==> src/design/huffman_tree_walk_decoder_unit_assert.svh <==
// Assertion macros used by the Huffman tree walk decoder controller.
`ifndef HUFFMAN_TREE_WALK_DECODER_UNIT_ASSERT_SVH
`define HUFFMAN_TREE_WALK_DECODER_UNIT_ASSERT_SVH

// The consequent must hold in the same cycle as the antecedent.
`define HTWD_ASSERT_SAME(lbl, ck, rs, ante, cons) \
  lbl: assert property (@(posedge ck) disable iff (rs) (ante) |-> (cons)) \
    else $error("htwd assertion failed");

// The consequent must hold in the cycle after the antecedent.
`define HTWD_ASSERT_NEXT(lbl, ck, rs, ante, cons) \
  lbl: assert property (@(posedge ck) disable iff (rs) (ante) |=> (cons)) \
    else $error("htwd assertion failed");

`endif

==> src/design/htwd_pkg.sv <==
// Shared constants, types and controller interface of the Huffman tree walk decoder.
package htwd_pkg;

  // Table and field sizes.
  localparam int MAX_NODES   = 512;
  localparam int ADDR_BITS   = $clog2(MAX_NODES);
  localparam int NODE_BITS   = 9;
  localparam int SYMBOL_BITS = 8;

  // Operation codes of an input transaction.
  localparam logic OP_WRITE  = 1'b0;
  localparam logic OP_DECODE = 1'b1;

  // One node of the tree table.
  typedef struct packed {
    logic [NODE_BITS-1:0]   left;
    logic [NODE_BITS-1:0]   right;
    logic [SYMBOL_BITS-1:0] sym;
  } node_t;

  // Controller states.
  typedef enum logic [1:0] {
    ST_IDLE,
    ST_NODE,
    ST_CHILD
  } state_t;

  // Commands from the controller to the datapath.
  typedef struct packed {
    logic wr_node;
    logic rd_node;
    logic rd_child;
    logic step;
    logic go_root;
    logic load_out;
    logic out_bad;
  } ctrl_cmd_t;

  // Status from the datapath to the controller.
  typedef struct packed {
    logic in_decode;
    logic child_ok;
    logic child_leaf;
    logic out_free;
  } ctrl_status_t;

endpackage

==> src/design/htwd_ctrl.sv <==
// Controller state machine that sequences node writes and tree walk steps.
`include "huffman_tree_walk_decoder_unit_assert.svh"

module htwd_ctrl (
  input  logic                  clk,
  input  logic                  rst,
  input  logic                  in_valid,
  output logic                  in_stall,
  input  htwd_pkg::ctrl_status_t stat,
  output htwd_pkg::ctrl_cmd_t    cmd
);

  htwd_pkg::state_t state, state_next;

  // State register.
  always_ff @(posedge clk) begin
    if (rst) begin
      state <= htwd_pkg::ST_IDLE;
    end else begin
      state <= state_next;
    end
  end

  // Next state and commands.
  always_comb begin
    state_next = state;
    cmd        = '0;
    in_stall   = 1'b1;
    case (state)
      htwd_pkg::ST_IDLE: begin
        in_stall = 1'b0;
        if (in_valid) begin
          if (stat.in_decode) begin
            cmd.rd_node = 1'b1;
            state_next  = htwd_pkg::ST_NODE;
          end else begin
            cmd.wr_node = 1'b1;
          end
        end
      end
      htwd_pkg::ST_NODE: begin
        // The current node is in hand; follow the selected link or flag it.
        if (stat.child_ok) begin
          cmd.rd_child = 1'b1;
          state_next   = htwd_pkg::ST_CHILD;
        end else if (stat.out_free) begin
          cmd.load_out = 1'b1;
          cmd.out_bad  = 1'b1;
          cmd.go_root  = 1'b1;
          state_next   = htwd_pkg::ST_IDLE;
        end
      end
      htwd_pkg::ST_CHILD: begin
        // The child is in hand; emit its symbol on a leaf or move onto it.
        if (!stat.child_leaf) begin
          cmd.step   = 1'b1;
          state_next = htwd_pkg::ST_IDLE;
        end else if (stat.out_free) begin
          cmd.load_out = 1'b1;
          cmd.go_root  = 1'b1;
          state_next   = htwd_pkg::ST_IDLE;
        end
      end
      default: begin
        state_next = htwd_pkg::ST_IDLE;
      end
    endcase
  end

  // A result is only loaded into a free output register.
  `HTWD_ASSERT_SAME(a_load_free, clk, rst, cmd.load_out, stat.out_free)
  // An accepted decode transaction always starts with the node read.
  `HTWD_ASSERT_NEXT(a_decode_start, clk, rst,
    in_valid && !in_stall && stat.in_decode, state == htwd_pkg::ST_NODE)
  // The child read is only reached from the node read.
  `HTWD_ASSERT_NEXT(a_child_order, clk, rst, state_next == htwd_pkg::ST_CHILD,
    $past(state) == htwd_pkg::ST_NODE || $past(state) == htwd_pkg::ST_CHILD)

endmodule

==> config.mk <==
export PLATFORM = sky130hd
export DESIGN_NAME = htwd_ctrl
export DESIGN_NICKNAME = d
export VERILOG_FILES = /design/src/design/htwd_pkg.sv /design/src/design/htwd_ctrl.sv
export VERILOG_INCLUDE_DIRS = /design/src /design/src/design
export SDC_FILE = /design/constraint.sdc
export NUM_CORES = 1
export LEC_CHECK = 0
export BUFFER_PORTS_ARGS = -buffer_cell sky130_fd_sc_hd__buf_2
export CAP_MARGIN = 20
export CORE_AREA = 10 10 47 49
export DETAILED_ROUTE_END_ITERATION = 8
export DIE_AREA = 0 0 57 59
export PLACE_DENSITY_LB_ADDON = 0.3
export SYNTH_ARGS = -nofsm -noshare
export SYNTH_HDL_FRONTEND = slang
export SYNTH_SLANG_ARGS = --single-unit
==> constraint.sdc <==
create_clock -name clk -period 1.5 [get_ports clk]
set_input_delay 0.15 -clock clk [delete_from_list [all_inputs] [get_ports clk]]
set_output_delay 0.15 -clock clk [all_outputs]
set_load 0.03 [all_outputs]
==> results of run 1 <==
-- per-stage QoR --
stage          hold slack, ps  area, um2  util, %
2_1_floorplan             219        236        -
3_3_place_gp              331        327     23.3
3_5_place_dp              334        327     23.3
4_1_cts                  74.9        399     28.5
5_1_grt                  88.3        417     29.7
6_report                 82.8        417     29.7
-- layout by cell type, fill, tap and decap left out, types with 2 or more instances in the layout --
cell | synthesis | routed
buf_2 | 0 | 11
ha_4 | 0 | 2
buf_6 | 0 | 2
ha_1 | 4 | 2
a21oi_1 | 2 | 2
dfxtp_4 | 0 | 2
clkbuf_4 | 0 | 3
o211ai_1 | 2 | 2
and2_4 | 1 | 2
buf_4 | 1 | 3
-- repair_timing --
action | CTS | global route
endpoints found under the setup margin | 3 | 3
gates resized for setup | 15 | 5
pin swaps | 2 | 1
setup buffers | 1 | 0
-- cells in the mapped netlist (all sizes together) --
cell / n
ha: 4
and2: 3
inv: 3
a21oi: 2
dfxtp: 2
nor2b: 2
o211ai: 2
a21boi: 1
a311o: 1
a31oi: 1
and3: 1
buf: 1
nand2: 1
nor2: 1
nor3b: 1
o211a: 1
or3b: 1
-- area by class of cell --
type | instances | area [um2]
multi-input combinational | 22 | 213
fill | 161 | 985
tap | 16 | 20.0
timing repair buffer | 16 | 100
sequential | 2 | 47.5
inverter | 3 | 13.8
clock buffer | 3 | 22.5
-- worst paths after layout --
path | to | slack [ps] | cells past startpoint
max | cmd[2] | 30 | 5
min | state[0] | 80 | 2
max reg2reg | state[1] | 120 | 5
min reg2reg | state[0] | 530 | 2
-- per-layer routing --
metal	track usage (%)	vias up	wire length, um
li1	-	135	-
met1	4.26	122	316
met2	6.05	11	337
met3	2.15	2	69
met4	6.04	0	17
met5	0	-	0
-- power by group through the flow --
stage	logic (W)	registers (W)	clock network (W)
after global routing	0.0000964	0.0000603	0.000130
after floorplan	0.0000489	0.0000602	0
after global placement	0.0000761	0.0000605	0
final	0.0000879	0.0000598	0.000126
after CTS	0.0000856	0.0000593	0.000134
after detailed placement	0.0000759	0.0000606	0
-- cells by family (layout without fill, tap and decap cells) --
group | Yosys count | after routing | synth area share (%)
simple gates | 10 | 10 | 27.6
compound gates | 8 | 8 | 25.4
buf+inv | 4 | 22 | 8.11
flops | 2 | 2 | 17.3
fa+ha+maj | 4 | 4 | 21.6
==> run_results.csv, run 1 <==
group,metric,value,unit
synth,synthCells,28,
flow_run,max-cap-violations,0,
worst_setup_path,cp-end-kind,"output pin",
clock_network,tritoncts,"done",
clock_network,cts_root_buf,"clkbuf_4",
detailed_routing,viasPerCell,4.35,
placed_design,pre_cts_ws,73.8,ps
cells_and_area,diodes,0,
cells_and_area,regMostFlops,"state",
die,core_area,1400,um2
sta,tightest_slew,185,ps
power,leakagePower,0.212,nW
worst_setup_path,cp_num_buf_inv,2,
hold_path,hold_class,"in2reg",
worst_setup_path,timing.critical_path.from,"state[0]",
detailed_routing,first_iter_violations,3,
clock_network,htreeDepth,1,
power,p_clk_share,46.0,%
detailed_routing,dr_total_vias,270,
worst_setup_path,arrival,1320,ps
power,p_per_area,656,nW/um2
cells_and_area,final_net_count,59,
run_status,status,"finished clean",
die,fp.dieArea,3360,um2
cells_and_area,layout-drive-gt1-share,63.0,%
sta,setup_ws,27.1,ps
cells_and_area,top_regs,"state (2)",
worst_setup_path,crit_family,"flip-flops",
grt,antenna_found_initial,0,
synth,avgSynthCellArea,8.27,um2
placed_design,dp_cells,58,
cells_and_area,stdcell_count,62,
synth,syn_area,231,um2
placed_design,place_hpwl,584,um
synth,ys_ff_latch,2,
synth,syn_nets,39,
cells_and_area,largest_register_ffs,2,
power,switchingPower,0.0000910,W
clock_network,clk_path_buf_depth,2,
hold_path,hp-start,"rst",
clock_network,clk_latency,230,ps
synth,ys_types,18,
grt,grt_max_degree,6,
cells_and_area,area_growth,80.0,%
die,io_pins,15,
power,seqPwrFrac,21.9,%
worst_setup_path,crit_required,1350,ps
worst_setup_path,reg2reg_from,"state[0]",
worst_setup_path,path_class,"reg2out",
power,swShare,33.3,%
sta,fin_crit_sh,98.2,%
grt,overflow,0,
grt,grt_use_total,4.45,%
grt,grt_pass1_wl,1140,um
detailed_routing,drtPass1Iterations,2,
worst_setup_path,max_stage_delay,360,ps
worst_setup_path,cp_slowest_cell,"dfxtp_4",
worst_setup_path,path_cells,"inv_2 > ha_4 > and2_4 > o211a_1 > buf_6",
die,die_h,59,um
power,power,0.000273,W
clock_network,numCtsBuffers,3,
sta,hold_viol,0,
worst_setup_path,critPathLaunchType,"flip-flop",
die,rows,14,
power,pwr-share-comb,32.2,%
detailed_routing,drtAntennaViolNets,0,
detailed_routing,wl_per_cell,11.9,um
clock_network,cts.sinks,2,
worst_setup_path,cp_max_fo,4,
grt,grt_pass1_vias,272,
sta,rsz0062_at_grt,"yes",
power,ir_drop,0.187,mV
synth,synth_top_area_share,21.6,%
sta,period_minus_slack,1470,ps
power,p_int,0.000182,W
sta,setup_viol,0,
die,chipWidth,57,um
clock_network,cts_hold_buf,0,
sta,max-slew-margin-rel,87.6,%
detailed_routing,route.detailed.drc,0,
synth,yosys_warnings,0,
sta,fmax,679,MHz
clock_network,path_clk_slew,30,ps
detailed_routing,wl,740,um
sta,fin_worst_skew,7.00,ps
synth,yosysSeqAreaShare,17.3,%
die,start_util,16.5,%
synth,synth_area_leaders,"ha_1 (22%), dfxtp_1 (17%), o211ai_1 (6.5%)",
placed_design,place.gp.congestion,0.753,
synth,yosys.area.top_type,"ha_1",
sta,slew_viol_final,0,
sta,setup_tns,0,ps
placed_design,port_buffers,14,
Note: power is estimated with default switching activity, not from simulation.
==> run 2, diff against run 1 <==
Clock period 1.5 ns to 1.65 ns, I/O delays scaled along.
==> run 2 against run 1 <==
Compared with the run above:
- clock skew decreased by 6.1 ps
- clock-buffer cell count did not move
- clock power fell by 12%
- power down 14%
- critical endpoint is now cmd[1]
- largest cell class unchanged
==> run_results.csv, run 2 (same netlist as run 1, synthesis figures left out) <==
group,metric,value,unit
clock_network,tritoncts,"done",
cells_and_area,mostFrequentLayoutCells,"buf_2 (12), inv_1 (3), ha_1 (3), clkbuf_4 (3)",
die,start_util,16.5,%
placed_design,place.gp.congestion,0.769,
die,core_area,1400,um2
sta,slew_viol_final,0,
cells_and_area,top_regs,"state (2)",
detailed_routing,drtPass1Iterations,2,
sta,rsz0062_at_grt,"no",
sta,max-slew-margin-rel,87.5,%
clock_network,clk_path_buf_depth,2,
clock_network,cts_root_buf,"clkbuf_4",
clock_network,cts.sinks,2,
sta,fmax,638,MHz
worst_setup_path,arrival,1400,ps
clock_network,path_clk_slew,30,ps
worst_setup_path,reg2reg_from,"state[0]",
grt,grt_pass1_wl,1100,um
clock_network,cts_hold_buf,0,
sta,setup_tns,0,ps
clock_network,clk_latency,230,ps
clock_network,post_cts_buffers,0,
sta,hold_viol,0,
grt,grt_use_total,4.28,%
power,leakagePower,0.196,nW
clock_network,numCtsBuffers,3,
worst_setup_path,critPathLaunchType,"flip-flop",
worst_setup_path,r2r_slack,280,ps
worst_setup_path,cp-end-kind,"output pin",
worst_setup_path,timing.critical_path.from,"state[0]",
detailed_routing,first_iter_violations,1,
worst_setup_path,worstSetupEndpoint,"cmd[1]",
die,io_pins,15,
worst_setup_path,cp_max_fo,5,
clock_network,htreeDepth,1,
detailed_routing,dr_total_vias,263,
run_status,status,"finished clean",
worst_setup_path,r2r_cells,5,
power,power,0.000234,W
placed_design,port_buffers,14,
cells_and_area,stdcell_area,367,um2
cells_and_area,final_net_count,57,
sta,period_minus_slack,1570,ps
hold_path,hold_class,"in2reg",
grt,overflow,0,
cells_and_area,layout-drive-gt1-share,54.5,%
grt,grt_max_degree,6,
sta,fin_worst_skew,0.881,ps
die,rows,14,
worst_setup_path,crit_required,1480,ps
die,chipWidth,57,um
die,die_h,59,um
detailed_routing,wl,704,um
detailed_routing,viasPerCell,4.38,
grt,antenna_found_initial,0,
power,p_per_area,639,nW/um2
detailed_routing,route.detailed.drc,0,
die,fp.dieArea,3360,um2
flow_run,max-cap-violations,0,
sta,tightest_slew,187,ps
detailed_routing,drtAntennaViolNets,0,
cells_and_area,final_util,26.2,%
cells_and_area,regMostFlops,"state",
worst_setup_path,path_class,"reg2out",
worst_setup_path,r2r-end,"state[1]",
cells_and_area,final_common_cell,"buf_2",
cells_and_area,area_growth,58.4,%
cells_and_area,largest_register_ffs,2,
placed_design,dpl_cell_area,319,um2
sta,fin_crit_sh,95.0,%
placed_design,place_hpwl,581,um
grt,grt_pass1_vias,282,
detailed_routing,wl_per_cell,11.7,um
cells_and_area,diodes,0,
sta,setup_viol,0,
power,ir_drop,0.211,mV
[run 2: where the power goes]
part           switching [W]  leakage [nW]  internal [W]
clock network      0.0000302        0.0138     0.0000804
registers         0.00000356        0.0175     0.0000514
logic              0.0000408         0.164     0.0000278
total              0.0000745         0.196      0.000160
[run 2: how the worst min path moves through the flow]
stage          startpoint  slack (ps)        to  cells after the start
2_1_floorplan         rst         230  state[0]                      1
3_3_place_gp          rst         350  state[1]                      2
3_5_place_dp          rst         350  state[0]                      2
4_1_cts               rst          90  state[0]                      2
5_1_grt               rst         110  state[0]                      2
6_report              rst         100  state[0]                      2
[run 2: final cells by class]
| type | count | area, um2 |
|---|---|---|
| clock buffer | 3 | 22.5 |
| fill | 171 | 1030 |
| inverter | 3 | 11.3 |
| multi-input combinational | 22 | 185 |
| sequential | 2 | 45.0 |
| tap | 16 | 20.0 |
| timing repair buffer | 14 | 82.6 |
[run 2: what timing repair did]
item                       4_1_cts  5_1_grt
resized for setup                2       10
pin swaps                        0        1
cloned                           0        0
setup endpoints to repair        2        2
[run 2: layer usage]
metal	share of wire (%)	GRT usage (%)
met1	38	3.56
met2	48	6.36
met5	0	0
met4	0	5.03
met3	14	2.79
[run 2: critical path, cell delays in order (launching register included)]
cell	delay, ps
dfxtp_4	350
inv_1	60
ha_1	200
and2_4	170
o211a_1	250
buf_6	150
[run 2: metrics by stage]
stage	setup slack, ps	hold WS (ps)	std cells
after floorplan	160	234	28
after global placement	225	346	57
after detailed placement	211	345	57
after CTS	28.9	93.1	60
after global routing	9.52	106	60
final	82.3	101	60
==> run 3, diff against run 2 <==
Clock period 1.65 ns to 1.9 ns, I/O delays scaled along.
==> run 3 against run 2 <==
Compared with the run above:
- critical path depth did not move
- clock-buffer cell count unchanged
- sequential power decreased by 13%
- largest power group unchanged
- largest cell class unchanged
- first-iteration DRC count increased to 3.0 times the previous value
- register-to-register slack gained 200 ps
- clock skew shrank 0.59 ps
- critical path type unchanged
- flip-flop and latch count did not move
- critical endpoint is now cmd[2]
==> run_results.csv, run 3 (same netlist as run 1, synthesis figures left out) <==
group,metric,value,unit
run_status,status,"finished clean",
cells_and_area,diodes,0,
placed_design,pre_cts_ws,453,ps
sta,setup_viol,0,
grt,grt_use_total,3.46,%
cells_and_area,final_net_count,57,
worst_setup_path,max_stage_delay,390,ps
grt,antenna_found_initial,0,
clock_network,cts.sinks,2,
die,start_util,16.5,%
placed_design,place.gp.congestion,0.713,
die,core_area,1400,um2
placed_design,port_buffers,14,
detailed_routing,route.detailed.drc,0,
grt,grt_pass1_vias,264,
clock_network,clk_path_buf_depth,2,
sta,max-slew-margin-rel,88.3,%
flow_run,max-cap-violations,0,
die,fp.dieArea,3360,um2
worst_setup_path,timing.critical_path.from,"state[1]",
sta,whs,144,ps
sta,hold_viol,0,
sta,slew_viol_final,0,
sta,fin_crit_sh,87.5,%
clock_network,htreeDepth,1,
clock_network,clk_latency,220,ps
detailed_routing,first_iter_violations,3,
sta,setup_ws,237,ps
clock_network,cts_resized,0,
clock_network,numCtsBuffers,3,
grt,overflow,0,
grt,grt_pass1_wl,966,um
detailed_routing,viasPerCell,4.07,
sta,fmax,601,MHz
clock_network,path_clk_slew,30,ps
hold_path,hold_class,"in2reg",
worst_setup_path,cp_slowest_cell,"dfxtp_1",
detailed_routing,drtPass1Iterations,4,
cells_and_area,layout-drive-gt1-share,40.9,%
clock_network,tritoncts,"done",
die,rows,14,
power,ir_drop,0.155,mV
worst_setup_path,path_class,"reg2out",
cells_and_area,regMostFlops,"state",
power,p_per_area,586,nW/um2
worst_setup_path,arrival,1470,ps
sta,period_minus_slack,1660,ps
cells_and_area,final_common_cell,"buf_2",
clock_network,cts_root_buf,"clkbuf_4",
sta,tightest_slew,176,ps
worst_setup_path,critPathLaunchType,"flip-flop",
power,leakagePower,0.191,nW
cells_and_area,fillers,161,
detailed_routing,dr_total_vias,244,
sta,setup_tns,0,ps
die,chipWidth,57,um
detailed_routing,drtAntennaViolNets,0,
worst_setup_path,path_cells,"inv_1 > ha_1 > nor2b_1 > o211a_1 > buf_2",
die,die_h,59,um
cells_and_area,area_growth,45.4,%
worst_setup_path,crit_required,1710,ps
cells_and_area,mostFrequentLayoutCells,"buf_2 (14), ha_1 (4), inv_1 (3), clkbuf_4 (3)",
worst_setup_path,cp-end-kind,"output pin",
clock_network,cts_hold_buf,0,
hold_path,hp-start,"rst",
cells_and_area,largest_register_ffs,2,
sta,rsz0062_at_grt,"no",
die,io_pins,15,
worst_setup_path,reg2reg_from,"state[0]",
detailed_routing,wl_per_cell,10.6,um
cells_and_area,top_regs,"state (2)",
clock_network,post_cts_buffers,0,
grt,grt_max_degree,6,
placed_design,place_hpwl,552,um
worst_setup_path,cp_max_fo,5,
sta,fin_worst_skew,0.286,ps
detailed_routing,wl,633,um
==> run 3: path summary, 6_finish.rpt <==
kind | endpoint | slack [ps] | cells past startpoint
worst min register to register | state[1] | 530 | 2
worst max register to register | state[1] | 480 | 5
worst max-delay path | cmd[2] | 240 | 5
worst min-delay path | state[1] | 140 | 2
==> run 3: report_power, final <==
| part | total, W | switching, W | internal [W] |
|---|---|---|---|
| registers | 0.0000476 | 0.00000294 | 0.0000447 |
| clock network | 0.0000930 | 0.0000234 | 0.0000696 |
| logic | 0.0000566 | 0.0000342 | 0.0000223 |
| total | 0.000197 | 0.0000605 | 0.000137 |
==> run 3: layer usage <==
layer | track usage, % | vias to the layer above | wire length [um]
li1 | - | 130 | -
met1 | 3.09 | 102 | 227
met2 | 5.12 | 12 | 268
met3 | 2.58 | 0 | 137
met4 | 3.02 | 0 | 0
met5 | 0 | - | 0
==> run 3: worst max-delay path, delay by kind of cell (launching register included) <==
family / cells / cell delay (ps)
flip-flops: 1 / 390
buffers and inverters: 2 / 260
AO/OA/AOI/OAI: 1 / 230
AND/OR/NAND/NOR: 1 / 160
adder cells (fa/ha/maj): 1 / 210
==> run 3: layout make-up <==
type / count / area (um2) / area share, %
multi-input combinational: 22 / 173 / 51.3
timing repair buffer: 14 / 70.1 / 20.8
sequential: 2 / 40.0 / 11.9
clock buffer: 3 / 22.5 / 6.69
tap: 16 / 20.0 / 5.95
inverter: 3 / 11.3 / 3.35
==> run 3: through the flow <==
stage	power, W	std cells	utilization, %	instance area [um2]
global route	0.000214	60	24.0	337
CTS	0.000203	60	24.0	337
floorplan	0.0000852	28	-	231
finish	0.000197	60	24.0	337
detailed placement	0.000106	57	22.4	314
global placement	0.000106	57	22.4	314
